File: config.mk
export PLATFORM = sky130hd
export DESIGN_NAME = keyboard_ring_buffer_device
export DESIGN_NICKNAME = d
export VERILOG_FILES = /design/src/rtl/kbd_pkg.sv /design/src/rtl/kbd_ram.sv /design/src/rtl/kbd_queue.sv /design/src/rtl/kbd_map.sv /design/src/rtl/keyboard_ring_buffer_device.sv
export VERILOG_INCLUDE_DIRS = /design/src /design/src/rtl
export SDC_FILE = /design/constraint.sdc
export NUM_CORES = 1
export LEC_CHECK = 0
export BUFFER_PORTS_ARGS = -buffer_cell sky130_fd_sc_hd__buf_2
export CORE_MARGIN = 2
export CORE_UTILIZATION = 35
export DETAILED_ROUTE_END_ITERATION = 16
export PLACE_DENSITY = 0.51
export REMOVE_ABC_BUFFERS = 1
export SLEW_MARGIN = 20
export SYNTH_ARGS = -nofsm -noshare
export SYNTH_HDL_FRONTEND = slang
export SYNTH_HIERARCHICAL = 1
export SYNTH_SLANG_ARGS = --single-unit
File: constraint.sdc
create_clock -name clk -period 8.19 [get_ports clk]
set_clock_uncertainty 0.2 [all_clocks]
set_input_delay 2.0475 -clock clk [delete_from_list [all_inputs] [get_ports clk]]
set_output_delay 2.0475 -clock clk [all_outputs]
set_load 0.02 [all_outputs]
File: src/rtl/assert_macros.svh
// assertion macros used by the top-level design file
`ifndef ASSERT_MACROS_SVH
`define ASSERT_MACROS_SVH

// concurrent check on the rising clock edge, off while reset is asserted
`define KBD_ASSERT(label, prop, msg) \
	label: assert property (@(posedge clk) disable iff (!arst_n) (prop)) else $error(msg);

// concurrent check on the rising clock edge that also holds during reset
`define KBD_ASSERT_ALWAYS(label, prop, msg) \
	label: assert property (@(posedge clk) (prop)) else $error(msg);

`endif

File: src/rtl/kbd_pkg.sv
// shared types, constants and helpers for the keyboard ring buffer device
package kbd_pkg;

	// sizes
	localparam int QueueDepth = 64;
	localparam int KeyCount   = 256;
	localparam int PtrW       = $clog2(QueueDepth);
	localparam int MapIdxW    = $clog2(KeyCount);

	// special key codes and printable range
	localparam logic [7:0] KeyShift   = 8'h90;
	localparam logic [7:0] KeyControl = 8'h91;
	localparam logic [7:0] PrintLow   = 8'h20;
	localparam logic [7:0] PrintHigh  = 8'h7f;
	localparam logic [7:0] LetterLow  = 8'h41;
	localparam logic [7:0] LetterHigh = 8'h5a;
	localparam logic [7:0] CaseOffset = 8'h20;

	// register byte address select
	localparam logic RegIrqMessage = 1'b0;

	// item kinds
	typedef enum logic [2:0] {
		KIND_KEY   = 3'd0,
		KIND_CHAR  = 3'd1,
		KIND_CLEAR = 3'd2,
		KIND_POP   = 3'd3,
		KIND_TEST  = 3'd4,
		KIND_TICK  = 3'd5
	} kind_t;

	// command to the key queue
	typedef struct packed {
		logic       push;
		logic [7:0] code;
		logic       clear;
		logic       pop;
	} qcmd_t;

	// key event to the pressed map
	typedef struct packed {
		logic       valid;
		logic [7:0] key;
		logic       right;
		logic       down;
	} mev_t;

	// key code lies inside the pressed map
	function automatic logic key_in_map(input logic [7:0] k);
		return ({1'b0, k} < 9'(KeyCount));
	endfunction

endpackage

File: src/rtl/kbd_ram.sv
// generic single write port ram with registered read
module kbd_ram #(
	parameter int Width = 8,
	parameter int Depth = 64
) (
	input  logic                     clk,
	input  logic                     we,
	input  logic [$clog2(Depth)-1:0] waddr,
	input  logic [Width-1:0]         wdata,
	input  logic                     re,
	input  logic [$clog2(Depth)-1:0] raddr,
	output logic [Width-1:0]         rdata
);

	logic [Width-1:0] mem_q [Depth];

	// write port
	always_ff @(posedge clk) begin
		if (we) begin
			mem_q[waddr] <= wdata;
		end
	end

	// registered read port
	always_ff @(posedge clk) begin
		if (re) begin
			rdata <= mem_q[raddr];
		end
	end

endmodule

File: src/rtl/kbd_queue.sv
// key ring queue: pointers, drop of oldest entry when full, storage ram
module kbd_queue (
	input  logic                clk,
	input  logic                arst_n,
	input  kbd_pkg::qcmd_t      cmd,
	output logic                pop_hit,
	output logic                empty,
	output logic [7:0]          rdata
);

	logic [kbd_pkg::PtrW-1:0] wptr_q;
	logic [kbd_pkg::PtrW-1:0] rptr_q;
	logic [kbd_pkg::PtrW-1:0] wptr_next;
	logic [kbd_pkg::PtrW-1:0] rptr_next;

	// ring increment
	function automatic logic [kbd_pkg::PtrW-1:0] next_slot(input logic [kbd_pkg::PtrW-1:0] p);
		return (p == kbd_pkg::PtrW'(kbd_pkg::QueueDepth - 1)) ? '0 : p + 1'b1;
	endfunction

	assign wptr_next = next_slot(wptr_q);
	assign rptr_next = next_slot(rptr_q);
	assign empty     = (wptr_q == rptr_q);
	assign pop_hit   = cmd.pop && !empty;

	// pointer update
	always_ff @(posedge clk or negedge arst_n) begin
		if (!arst_n) begin
			wptr_q <= '0;
			rptr_q <= '0;
		end else if (cmd.clear) begin
			wptr_q <= '0;
			rptr_q <= '0;
		end else if (cmd.push) begin
			wptr_q <= wptr_next;
			// full: drop the oldest key
			if (rptr_q == wptr_next) begin
				rptr_q <= rptr_next;
			end
		end else if (pop_hit) begin
			rptr_q <= rptr_next;
		end
	end

	kbd_ram #(
		.Width (8),
		.Depth (kbd_pkg::QueueDepth)
	) u_ram (
		.clk   (clk),
		.we    (cmd.push),
		.waddr (wptr_q),
		.wdata (cmd.code),
		.re    (pop_hit),
		.raddr (rptr_q),
		.rdata (rdata)
	);

endmodule

File: src/rtl/kbd_map.sv
// pressed-key map with merged shift and control bits
module kbd_map (
	input  logic          clk,
	input  logic          arst_n,
	input  kbd_pkg::mev_t ev,
	input  logic [7:0]    test_key,
	output logic          is_down
);

	logic [kbd_pkg::KeyCount-1:0] map_q;
	logic                         shift_l_q;
	logic                         shift_r_q;
	logic                         ctrl_l_q;
	logic                         ctrl_r_q;
	logic [7:0]                   mirror_key;
	logic                         is_letter;

	assign mirror_key = ev.key + kbd_pkg::CaseOffset;
	assign is_letter  = (ev.key >= kbd_pkg::LetterLow) && (ev.key <= kbd_pkg::LetterHigh);

	// map and modifier update
	always_ff @(posedge clk or negedge arst_n) begin
		if (!arst_n) begin
			map_q     <= '0;
			shift_l_q <= 1'b0;
			shift_r_q <= 1'b0;
			ctrl_l_q  <= 1'b0;
			ctrl_r_q  <= 1'b0;
		end else if (ev.valid) begin
			priority if (ev.key == kbd_pkg::KeyShift) begin
				if (ev.right) begin
					shift_r_q <= ev.down;
				end else begin
					shift_l_q <= ev.down;
				end
				if (kbd_pkg::key_in_map(ev.key)) begin
					map_q[ev.key[kbd_pkg::MapIdxW-1:0]] <=
						ev.right ? (ev.down | shift_l_q) : (ev.down | shift_r_q);
				end
			end else if (ev.key == kbd_pkg::KeyControl) begin
				if (ev.right) begin
					ctrl_r_q <= ev.down;
				end else begin
					ctrl_l_q <= ev.down;
				end
				if (kbd_pkg::key_in_map(ev.key)) begin
					map_q[ev.key[kbd_pkg::MapIdxW-1:0]] <=
						ev.right ? (ev.down | ctrl_l_q) : (ev.down | ctrl_r_q);
				end
			end else begin
				if (kbd_pkg::key_in_map(ev.key)) begin
					map_q[ev.key[kbd_pkg::MapIdxW-1:0]] <= ev.down;
				end
				// uppercase letters mirror to lowercase
				if (is_letter && kbd_pkg::key_in_map(mirror_key)) begin
					map_q[mirror_key[kbd_pkg::MapIdxW-1:0]] <= ev.down;
				end
			end
		end
	end

	// key test, key zero and keys beyond the map read as released
	always_comb begin
		is_down = 1'b0;
		if (test_key != 8'd0 && kbd_pkg::key_in_map(test_key)) begin
			is_down = map_q[test_key[kbd_pkg::MapIdxW-1:0]];
		end
	end

endmodule

File: src/rtl/keyboard_ring_buffer_device.sv
// top level of the keyboard device: item stages, interrupt and register port
//
// Input beats carry key events, typed characters, clear, pop, test and tick
// items: the kind in s_tuser, the key, side and down flags in s_tdata.
// Pop and test items always give one output beat; a tick gives one only when
// a pending interrupt fires with a nonzero message. Other items give none.
// An accepted item waits in the input stage, where the map, queue
// pointers and interrupt flag are updated, and its result is loaded into the
// output register once that register is free; m_tvalid is that register's valid.
// One item per cycle is sustained while m_tready stays high; the queue ram
// read on a pop lands in the output register with the rest of the result.
// When m_tready is low the result holds, the input stage keeps one more item
// and s_tready drops; nothing is lost or reordered.
// Reset empties the queue, releases every key, clears the modifier bits, the
// pending interrupt and the interrupt message register. Queue entries are
// not cleared; no entry is read before it is written.
// The interrupt message register sits at byte address 0 of the APB port and
// is to be written by the user only while the block is idle; the block does not enforce this.
`include "assert_macros.svh"

module keyboard_ring_buffer_device (
	input  logic        clk,
	input  logic        arst_n,
	// input stream
	input  logic        s_tvalid,
	output logic        s_tready,
	input  logic [15:0] s_tdata,  // key_index[7:0], modifier_side[8], key_down[9], zero[15:10]
	input  logic [2:0]  s_tuser,  // kind[2:0]
	// output stream
	output logic        m_tvalid,
	input  logic        m_tready,
	output logic [31:0] m_tdata,  // read_data[7:0], is_down[8], irq_fire[9], irq_value[25:10],
	                              // zero[31:26]
	// configuration port
	input  logic        psel,
	input  logic        penable,
	input  logic        pwrite,
	input  logic [2:0]  paddr,
	input  logic [31:0] pwdata,
	output logic [31:0] prdata,
	output logic        pready
);

	// input stage
	logic                valid_s1;
	kbd_pkg::kind_t      kind_s1;
	logic [7:0]          key_s1;
	logic                right_s1;
	logic                down_s1;

	// result stage
	logic                valid_s2;
	logic                pop_hit_s2;
	logic                is_down_s2;
	logic                fire_s2;
	logic [15:0]         value_s2;

	logic [15:0]         irq_msg_q;
	logic                irq_pending_q;

	logic                adv;
	logic                go;
	logic                has_result;
	logic                fire;
	logic                queue_key;
	kbd_pkg::qcmd_t      qcmd;
	kbd_pkg::mev_t       mev;
	logic                pop_hit;
	logic                q_empty;
	logic [7:0]          q_rdata;
	logic                is_down;

	// flow control
	assign adv      = !valid_s2 || m_tready;
	assign go       = valid_s1 && adv;
	assign s_tready = !valid_s1 || adv;

	// input stage register
	always_ff @(posedge clk or negedge arst_n) begin
		if (!arst_n) begin
			valid_s1 <= 1'b0;
		end else if (s_tvalid && s_tready) begin
			valid_s1 <= 1'b1;
		end else if (adv) begin
			valid_s1 <= 1'b0;
		end
	end

	always_ff @(posedge clk) begin
		if (s_tvalid && s_tready) begin
			kind_s1  <= kbd_pkg::kind_t'(s_tuser);
			key_s1   <= s_tdata[7:0];
			right_s1 <= s_tdata[8];
			down_s1  <= s_tdata[9];
		end
	end

	// decode of the item in the input stage
	assign queue_key = down_s1 && ((key_s1 < kbd_pkg::PrintLow) || (key_s1 > kbd_pkg::PrintHigh))
		&& kbd_pkg::key_in_map(key_s1);
	assign fire = irq_pending_q && (irq_msg_q != 16'd0);

	always_comb begin
		qcmd       = '0;
		mev        = '0;
		has_result = 1'b0;
		mev.key    = key_s1;
		mev.right  = right_s1;
		mev.down   = down_s1;
		qcmd.code  = key_s1;
		unique case (kind_s1)
			kbd_pkg::KIND_KEY: begin
				mev.valid = go;
				qcmd.push = go && queue_key;
			end
			kbd_pkg::KIND_CHAR: begin
				qcmd.push = go && kbd_pkg::key_in_map(key_s1);
			end
			kbd_pkg::KIND_CLEAR: begin
				qcmd.clear = go;
			end
			kbd_pkg::KIND_POP: begin
				qcmd.pop   = go;
				has_result = 1'b1;
			end
			kbd_pkg::KIND_TEST: begin
				has_result = 1'b1;
			end
			kbd_pkg::KIND_TICK: begin
				has_result = fire;
			end
			default: begin
				has_result = 1'b0;
			end
		endcase
	end

	// pending interrupt
	always_ff @(posedge clk or negedge arst_n) begin
		if (!arst_n) begin
			irq_pending_q <= 1'b0;
		end else if (go && kind_s1 == kbd_pkg::KIND_KEY) begin
			if (irq_msg_q != 16'd0) begin
				irq_pending_q <= 1'b1;
			end
		end else if (go && kind_s1 == kbd_pkg::KIND_TICK) begin
			irq_pending_q <= 1'b0;
		end
	end

	// result register
	always_ff @(posedge clk or negedge arst_n) begin
		if (!arst_n) begin
			valid_s2 <= 1'b0;
		end else if (adv) begin
			valid_s2 <= go && has_result;
		end
	end

	always_ff @(posedge clk) begin
		if (adv) begin
			pop_hit_s2 <= pop_hit;
			is_down_s2 <= (kind_s1 == kbd_pkg::KIND_TEST) && is_down;
			fire_s2    <= (kind_s1 == kbd_pkg::KIND_TICK) && fire;
			value_s2   <= ((kind_s1 == kbd_pkg::KIND_TICK) && fire) ? irq_msg_q : 16'd0;
		end
	end

	assign m_tvalid = valid_s2;
	assign m_tdata  = {6'd0, value_s2, fire_s2, is_down_s2, pop_hit_s2 ? q_rdata : 8'd0};

	// configuration register
	always_ff @(posedge clk or negedge arst_n) begin
		if (!arst_n) begin
			irq_msg_q <= 16'd0;
		end else if (psel && penable && pwrite && pready && paddr[2] == kbd_pkg::RegIrqMessage) begin
			irq_msg_q <= pwdata[15:0];
		end
	end

	assign pready = 1'b1;
	assign prdata = (paddr[2] == kbd_pkg::RegIrqMessage) ? {16'd0, irq_msg_q} : 32'd0;

	kbd_queue u_queue (
		.clk     (clk),
		.arst_n  (arst_n),
		.cmd     (qcmd),
		.pop_hit (pop_hit),
		.empty   (q_empty),
		.rdata   (q_rdata)
	);

	kbd_map u_map (
		.clk      (clk),
		.arst_n   (arst_n),
		.ev       (mev),
		.test_key (key_s1),
		.is_down  (is_down)
	);

	// checks
	`KBD_ASSERT(a_fire_has_message, fire_s2 |-> (value_s2 != 16'd0), "irq fired with zero message")
	`KBD_ASSERT(a_one_result_kind, valid_s2 |-> ($countones({pop_hit_s2, is_down_s2, fire_s2}) <= 1),
		"result mixes several kinds")
	`KBD_ASSERT(a_clear_empties, (go && kind_s1 == kbd_pkg::KIND_CLEAR) |=> q_empty,
		"queue not empty after clear")
	`KBD_ASSERT(a_idle_tick_silent,
		(go && kind_s1 == kbd_pkg::KIND_TICK && !irq_pending_q) |=> !m_tvalid,
		"tick without pending interrupt gave a result")

endmodule

After elaboration in Yosys (flattened, before gate mapping)
Memory sizes are Yosys's and may differ from the RTL's. A register that Yosys moved wholly into a read port is not among the register bits. Index checks and enable logic that the tools add are counted.

Flip-flop bits (word level): 323. RAM bits: 512. Input port bits: 61. Word-level logic and storage cells: 129. Memories kept: 1.

Add/sub/neg operators: 3. $lt $le $gt $ge: 8. Equality and inequality tests: 13. Mux-type cells: 41. Bitwise gates (word level): 7. Reduce and logical (&&, ||, !) cells: 37.

Memories: u_queue.u_ram.mem_q (words 64, bits a word 8, rd ports 1, clocked after Yosys merged registers in 1, write ports 1, RTL line kbd_ram.sv:15) `logic [Width-1:0] mem_q [Depth];`.

Operators by type and width (count): 256-bit two-way mux (6); 256-bit bitwise mux (4); 6-bit two-way mux (8); 8-bit by 9-bit less-than comparator with 1-bit output (second input constant) (2); 1-bit logical AND (17); 1-bit demux with 8-bit select (2); 8-bit == test (second input constant) (2); 8-bit by 1-bit >= comparator with 1-bit output (second input constant) (2); 1-bit two-way mux (16); 16-bit two-way mux (1); 16-bit nonzero test (1); 6-bit by 1-bit adder with 6-bit output (second input constant) (2); 6-bit == test (2); 6-bit == test (second input constant) (2); 8-bit by 6-bit adder with 8-bit output (second input constant) (1); 1-bit binary-select mux with 8-bit select (1); 8-bit by 7-bit >= comparator with 1-bit output (second input constant) (1); 8-bit by 7-bit greater-than comparator with 1-bit output (second input constant) (1); 8-bit by 7-bit less-or-equal comparator with 1-bit output (second input constant) (1); 8-bit by 6-bit less-than comparator with 1-bit output (second input constant) (1); 8-bit two-way mux (1); 4-bit AND reduction (2); 8-bit nonzero test (1); 3-bit by 2-bit == test with 1-bit output (second input constant) (2); other kinds (15) (30).

Depth between registers and ports, before layout
Gate-level depths: netlist of the first run.

Depth after elaboration: 12. Depth in mapped cells: 12. Mapped depth without buffers: 9.

By module
The synthesis of the first run kept the hierarchy.

Modules (own cells, without submodules): kbd_ram (instances 1, cells each 940, area an instance 20246.9 µm², sequential area each 15615.0 µm²); kbd_map (instances 1, cells each 1211, area an instance 13490.4 µm², sequential area each 6506.2 µm²); keyboard_ring_buffer_device (instances 1, cells each 172, area an instance 2362.3 µm², sequential area each 1436.4 µm²); kbd_queue (instances 1, cells each 121, area an instance 1034.7 µm², sequential area each 300.3 µm²).

Worst setup path after synthesis of the first run
OpenSTA, ideal clock, no wires.

Path type: input to output. Start: input port paddr[2]. End: output port prdata[0]. Data arrival time: 2.560 ns. Data required time: 5.943 ns. Setup slack: 3.382 ns. Stages: 2. Cells stage by stage: clkbuf_1 -> nor2b_1.

Word-level cells in the longest chain between the ends: 1.

RTL lines: from (decl) (RTL line keyboard_ring_buffer_device.sv:38) `input logic [2:0] paddr,`; 16-bit two-way mux (RTL line keyboard_ring_buffer_device.sv:182) `assign prdata = (paddr[2] == kbd_pkg::RegIrqMessage) ? {16'd0, irq_msg_q} : 32'd0;`; to (decl) (RTL line keyboard_ring_buffer_device.sv:40) `output logic [31:0] prdata,`.

No other way between the ends.

Worst setup path in the final report of the first run
Start: input port m_tready. End: output port s_tready.

Word-level cells in the longest chain between the ends: 2.

RTL lines: from (decl) (RTL line keyboard_ring_buffer_device.sv:31) `input logic m_tready,`; 1-bit logical OR (RTL line keyboard_ring_buffer_device.sv:74) `assign adv = !valid_s2 || m_tready;`; 1-bit logical OR (RTL line keyboard_ring_buffer_device.sv:76) `assign s_tready = !valid_s1 || adv;`; to (decl) (RTL line keyboard_ring_buffer_device.sv:26) `output logic s_tready,`.

No other way between the ends.

==> results by group, run 1 <==
Route
  – DRC violations left: 0
  – Iter 0 DRT Violations: 2,012
  – DRT Pass-1 Iters: 5
  – Total Wirelength: 95.53 mm
  – Post-DRT Antenna Nets: 0
  – Drt wl/cell: 24.33 um
  – Vias per cell: 5.534
  – DR vias: 21,728

Logic synthesis
  – Syn Std Cell Area: 0.03713 mm^2
  – Syn avg cell area: 15.19 um^2
  – Cells after synthesis: 2,444
  – Post-synth ARST share: 34.52%
  – Sequential area share after synthesis: 64.25%
  – Synth cell types: 88
  – #FFs+latches synth: 843
  – Yosys warnings: 6
  – Top FF cell, synth: edfxtp_1
  – Post-synth EDFFs: 552

Setup path
  – Critical Path Start Type: input pin
  – Crit Path Category: in2out
  – Critical Path RT: 5.94 ns
  – CP Data Arrival Time: 2.73 ns
  – Crit-path max FO: 4
  – Endpoint type of the worst setup path: output pin

Clocking
  – CTS Sinks: 843
  – Cts repair resizes: 0
  – CTS tree: yes
  – Inserted Clock Buffers: 90
  – Root buffer cell: clkbuf_16
  – Hold Buf Count CTS: 0
  – Clk Latency, worst-skew pair: 0.65 ns
  – Setup bufs post-CTS: 0
  – CTS Buffer Depth: 3
  – H-tree depth: 3
  – Register clock-pin slew on the reported worst setup and hold paths: 0.06 ns

Die
  – Rows: 119
  – Height of the die: 329.7 um
  – Die X: 329.7 um
  – Starting density of the core: 35.28%
  – I/O pins: 128
  – Area of the core: 0.1053 mm^2
  – Full die area: 0.1087 mm^2

Power and ir drop
  – Worst VDD drop: 0.2255 mV
  – Power Density: 253.8 mW/mm^2
  – Leak Pwr: 0.01469 uW

Global routing
  – Tot GR Track Use: 17.44%
  – Initial antenna violation count: 0
  – GR Overflow Total: 0
  – Largest net degree at the start of global routing: 143
  – Vias in the first global route: 22,265
  – First-pass GRT wire length: 143.6 mm

Timing
  – Setup-failing EPs final: 0
  – Slew Limit Fails: 0
  – Fin crit share: 60.75%
  – RSZ-0062 raised after global routing: no
  – Max transition margin: 22.04%
  – Setup_tns: 0 ns
  – Fin. Hold Viols: 0
  – Measured slew at the worst slew-check pin: 1.140 ns
  – Fmax achieved: 201.0 MHz
  – Min Tclk post-route: 4.975 ns

Finish
  – Layout Nets: 2,526
  – Fin cells: 3,926
  – Fillers: 9,637
  – Area growth syn-to-layout: 12.06%
  – N_diodes: 0
  – Layout cells sized above 1: 24.69%
  – Final core utilization: 39.53%

Place
  – I/O Buffers: 80
  – RePlAce Congestion: 0.7743
  – Inst Count DP: 3,759
  – Post-DP HPWL: 56.81 mm

Hold path
  – Hold crit path type: reg2reg

Run status
  – Status: finished, final reports clean

Run
  – Max cap viols: 0
-- worst max-delay path, cell delays in order --
cell	delay, ns
buf_2	0.10
nor2b_1	0.22
nand2_1	0.16
buf_2	0.20
-- state kept, by name, indices dropped and copies added (netlist names), 3 cells and up --
name,count
irq_msg_q,16
kind_s1,3
u_queue/u_ram/mem_q,512
key_s1,8
u_queue/u_ram/rdata,8
u_queue/wptr_q,6
u_map/map_q,256
u_queue/rptr_q,6
value_s2,16
-- power breakdown --
| group | internal, uW | total (uW) | switching [uW] |
|---|---|---|---|
| Sequential | 4650 | 4840 | 196 |
| Combinational | 775 | 1690 | 915 |
| Clock | 2340 | 4030 | 1690 |
| Total | 7760 | 10600 | 2800 |
-- routing by layer --
metal	part of all wire (%)	wire [um]	vias up	global-route usage (%)
li1	-	-	9541	-
met1	44	41710	11491	23.91
met2	50	47800	571	29.21
met3	4.3	4129	125	2.612
met4	2.0	1882	0	4.200
met5	0	0	-	0
-- worst paths after layout --
check	from	endpoint	slack, ns	depth (start not counted)
hold reg to reg	u_map/map_q[149]	u_map/map_q[149]	0.29	2
max in group asynchronous	arst_n	u_queue/rptr_q[1]	5.15	2
setup / recovery	m_tready	s_tready	3.21	4
hold / removal	u_map/map_q[149]	u_map/map_q[149]	0.29	2
setup reg to reg	key_s1[2]	is_down_s2	3.92	8
min in group asynchronous	arst_n	u_map/map_q[106]	1.22	1
-- layout make-up --
cell class / instances / area (um^2) / share of cell area (%)
clock inverter: 36 / 362.8 / 0.8719
clock buffer: 129 / 2591 / 6.227
tap: 1391 / 1740 / 4.182
sequential: 843 / 23870 / 57.36
multi-input combinational: 1397 / 12240 / 29.42
inverter: 12 / 45.04 / 0.1082
timing repair buffer: 118 / 760.7 / 1.828
-- cell families after synthesis --
logic type | count (synthesis) | synth area share, %
buffers and inverters | 225 | 3.140
flip-flops | 843 | 64.25
multiplexers | 394 | 17.24
other | 2 | 0.02022
XOR/XNOR | 8 | 0.1887
AO/OA/AOI/OAI | 448 | 8.097
AND/OR/NAND/NOR | 521 | 6.961
adder cells (fa/ha/maj) | 3 | 0.1011
-- through the flow --
stage / cell area (um^2) / power [uW] / setup slack [ns] / hold WS, ns
after floorplan: 36090 / 6235 / 1.253 / 0.2432
after global placement: 38600 / 6633 / 2.824 / 0.2663
after detailed placement: 38600 / 6654 / 2.770 / 0.2741
after CTS: 41560 / 10720 / 3.202 / 0.2950
after global routing: 41610 / 10990 / 3.122 / 0.3174
final: 41610 / 10560 / 3.215 / 0.2910
-- cell usage in the layout (no fill, tap or decap), types with 12 or more instances in the layout --
cell | Yosys | routed
buf_4 | 43 | 32
nor2b_1 | 44 | 43
clkinv_2 | 0 | 12
a21oi_1 | 52 | 51
mux2i_1 | 51 | 51
a22oi_1 | 13 | 13
clkbuf_16 | 0 | 92
o31ai_1 | 134 | 134
nor2_1 | 146 | 146
mux4_2 | 180 | 180
mux2_2 | 158 | 158
conb_1 | 2 | 23
nand2b_1 | 16 | 16
and2_1 | 15 | 14
clkbuf_1 | 111 | 22
nor3_1 | 25 | 24
nand3_1 | 44 | 44
nor3b_1 | 22 | 21
buf_2 | 33 | 79
clkbuf_8 | 1 | 15
edfxtp_1 | 552 | 552
inv_1 | 12 | 12
o22ai_1 | 17 | 17
nand2_1 | 140 | 137
a211oi_1 | 17 | 17
dfrtp_1 | 291 | 287
o221ai_1 | 12 | 12
o21ai_0 | 130 | 130
-- cell usage after synthesis, types with 15 or more instances --
master / n / area, um^2
o22ai_1: 17 / 106.4
mux4_2: 180 / 4054
nor3b_1: 22 / 165.2
nor2b_1: 44 / 275.3
buf_4: 43 / 322.8
a21oi_1: 52 / 260.3
nor2_1: 146 / 548.0
nand2_1: 140 / 525.5
buf_2: 33 / 165.2
dfrtp_1: 291 / 7282
a211oi_1: 17 / 127.6
o21ai_0: 130 / 650.6
and2_1: 15 / 93.84
mux2_2: 158 / 1779
nor3_1: 25 / 125.1
edfxtp_1: 552 / 16580
mux2i_1: 51 / 510.5
o31ai_1: 134 / 1006
clkbuf_1: 111 / 416.7
nand2b_1: 16 / 100.1
nand3_1: 44 / 220.2
No activity file was read; power rests on OpenSTA's default activity.
==> run 2: changes to the inputs <==
clock period = 5 ns   (was 8.19 ns; I/O delays follow)
==> results by group, run 2 (synthesis gave the netlist of run 1 again) <==
Route
  – DRT Pass-1 Iters: 7 (+2)
  – Total Wirelength: 98.99 mm (+3.6%)
  – DR vias: 22,131 (+1.9%)
  – Iter 0 DRT Violations: 1,901 (-5.5%)
  – Post-DRT Antenna Nets: 0 (unchanged)
  – Drt wl/cell: 24.65 um (+1.3%)
  – Vias per cell: 5.512 (-0.40%)
  – DRC violations left: 0 (unchanged)

Clocking
  – CTS Buffer Depth: 3 (unchanged)
  – Clk Latency, worst-skew pair: 0.66 ns (about the same)
  – Register clock-pin slew on the reported worst setup and hold paths: 0.06 ns (about the same)
  – CTS Sinks: 843 (unchanged)
  – Root buffer cell: clkbuf_16
  – H-tree depth: 3 (unchanged)
  – Cts repair resizes: 0 (unchanged)
  – CTS tree: yes
  – Hold Buf Count CTS: 0 (unchanged)
  – Inserted Clock Buffers: 90 (unchanged)
  – Setup bufs post-CTS: 0 (unchanged)

Setup path
  – Crit-path max FO: 53 (+49)
  – Critical Path RT: 5.19 ns (-0.75 ns)
  – Critical Path Source: key_s1[1]
  – Crit Path Category: reg2reg
  – Endpoint type of the worst setup path: flip-flop
  – Crit path capture: is_down_s2
  – Critical Path Start Type: flip-flop
  – R2r startpoint: key_s1[1]
  – Worst r2r path cells: 10 (+2)
  – Worst reg2reg setup slack: 1.22 ns (-2.70 ns)
  – CP Data Arrival Time: 3.97 ns (+1.24 ns)
  – Worst R2R End: is_down_s2

Timing
  – Min Tclk post-route: 3.779 ns
  – RSZ-0062 raised after global routing: no
  – Max transition margin: 30.94% (+8.9 points)
  – Fin. Hold Viols: 0 (unchanged)
  – Setup-failing EPs final: 0 (unchanged)
  – Slew Limit Fails: 0 (unchanged)
  – Final Hold Slack: 0.2896 ns (-0.001468 ns)
  – Fmax achieved: 264.6 MHz
  – Fin crit share: 75.58%
  – Measured slew at the worst slew-check pin: 1.034 ns (-0.1062 ns)

Finish
  – Largest register FFs: 512 (unchanged)
  – Post-route cell area: 0.04226 mm^2 (+1.6%)
  – Area growth syn-to-layout: 13.81%
  – Commonest non-fill, non-tap cell in the layout: edfxtp_1
  – Final core utilization: 40.15% (+0.62 points)
  – Biggest regs: u_queue/u_ram/mem_q x512, u_map/map_q x256
  – Layout Nets: 2,618 (+3.6%)
  – N_diodes: 0 (unchanged)
  – Largest reg by FF count: u_queue/u_ram/mem_q
  – Commonest non-fill, non-tap cells in the layout: edfxtp_1 (552), dfrtp_1 (287), mux4_2 (180), mux2_2 (158), nor2_1 (146)
  – Layout cells sized above 1: 26.91% (+2.2 points)
  – Fillers: 9,615 (-0.23%)

Die
  – Height of the die: 329.7 um (unchanged)
  – Full die area: 0.1087 mm^2 (unchanged)
  – Die X: 329.7 um (unchanged)
  – Area of the core: 0.1053 mm^2 (unchanged)
  – Starting density of the core: 35.28% (unchanged)
  – Rows: 119 (unchanged)
  – I/O pins: 128 (unchanged)

Place
  – Dpl cell area: 0.03939 mm^2 (+2.0%)
  – Post-DP HPWL: 60.97 mm (+7.3%)
  – RePlAce Congestion: 0.8305 (+7.3%)
  – I/O Buffers: 80 (unchanged)

Global routing
  – Vias in the first global route: 22,966 (+3.1%)
  – GR Overflow Total: 0 (unchanged)
  – First-pass GRT wire length: 148.6 mm (+3.5%)
  – Largest net degree at the start of global routing: 106 (-26%)
  – Met2 Use GR: 29.38% (+0.17 points)
  – Initial antenna violation count: 0 (unchanged)
  – Tot GR Track Use: 18.20% (+0.76 points)
  – Grt peak-use layer: met2
  – M3 GR Usage: 2.847% (+0.23 points)
  – Grt met1 use: 24.86% (+0.95 points)

Power and ir drop
  – Worst VDD drop: 0.2952 mV (+31%)
  – Overall Power: 17,370 uW (+64%)
  – Leak Pwr: 0.01513 uW (+3.0%)
  – Power Density: 411.0 mW/mm^2 (+62%)

Hold path
  – Min-delay src: u_map/map_q[148]
  – Hold crit path type: reg2reg

Run status
  – Status: finished, final reports clean

Run
  – Max cap viols: 0 (unchanged)
run 2: cell count changes in the layout (fill, tap and decap cells not counted), sizes merged:
cell / before / now
inv: 16 / 14
clkbuf: 129 / 122
bufinv: 4 / 5
buf: 118 / 210
clkinv: 24 / 29
run 2: area by class of cell:
class | count | area [um^2] | share of cell area, %
Multi-Input combinational cell | 1397 | 12220 | 28.90
Inverter | 12 | 45.04 | 0.1066
Tap cell | 1391 | 1740 | 4.118
Sequential cell | 843 | 23870 | 56.48
Timing Repair Buffer | 210 | 1524 | 3.606
Clock buffer | 122 | 2494 | 5.900
Clock inverter | 40 | 372.9 | 0.8823
run 2: worst min path at each step:
| stage | to | slack [ns] | depth (start not counted) |
|---|---|---|---|
| floorplan | u_map/map_q[154] | 0.24 | 2 |
| global placement | u_map/map_q[233] | 0.26 | 1 |
| detailed placement | u_map/map_q[152] | 0.28 | 2 |
| CTS | u_map/map_q[148] | 0.29 | 2 |
| global route | u_map/ctrl_r_q | 0.31 | 1 |
| finish | u_map/map_q[148] | 0.29 | 2 |
run 2: layer usage:
metal / wire, um / vias up
met2: 47900 / 614
met4: 3547 / 0
met1: 42780 / 11596
met5: 0 / -
li1: - / 9725
met3: 4763 / 196
run 2: power by group:
| group | switching (uW) | leakage (uW) | internal, uW |
|---|---|---|---|
| logic | 1560 | 0.00473 | 1320 |
| clock network | 2760 | 0.00139 | 3750 |
| registers | 365 | 0.00901 | 7610 |
run 2: critical path, stage by stage (launching register included):
cell       delay [ns]
edfxtp_1         0.38
buf_12           0.34
buf_4            0.59
buf_4            0.51
mux4_2           0.41
nand2_1          0.10
nand3_1          0.10
and3_1           0.20
o311ai_0         0.14
nand4bb_1        0.24
and3_1           0.23
run 2: stage by stage:
| step | TNS [ns] | worst slack, ns | cells |
|---|---|---|---|
| final | 0 | 1.221 | 4015 |
| after global placement | 0 | 0.9444 | 3853 |
| after detailed placement | 0 | 0.8852 | 3853 |
| after floorplan | -171.12 | -1.937 | 2252 |
| after CTS | 0 | 1.204 | 4015 |
| after global routing | 0 | 1.059 | 4015 |
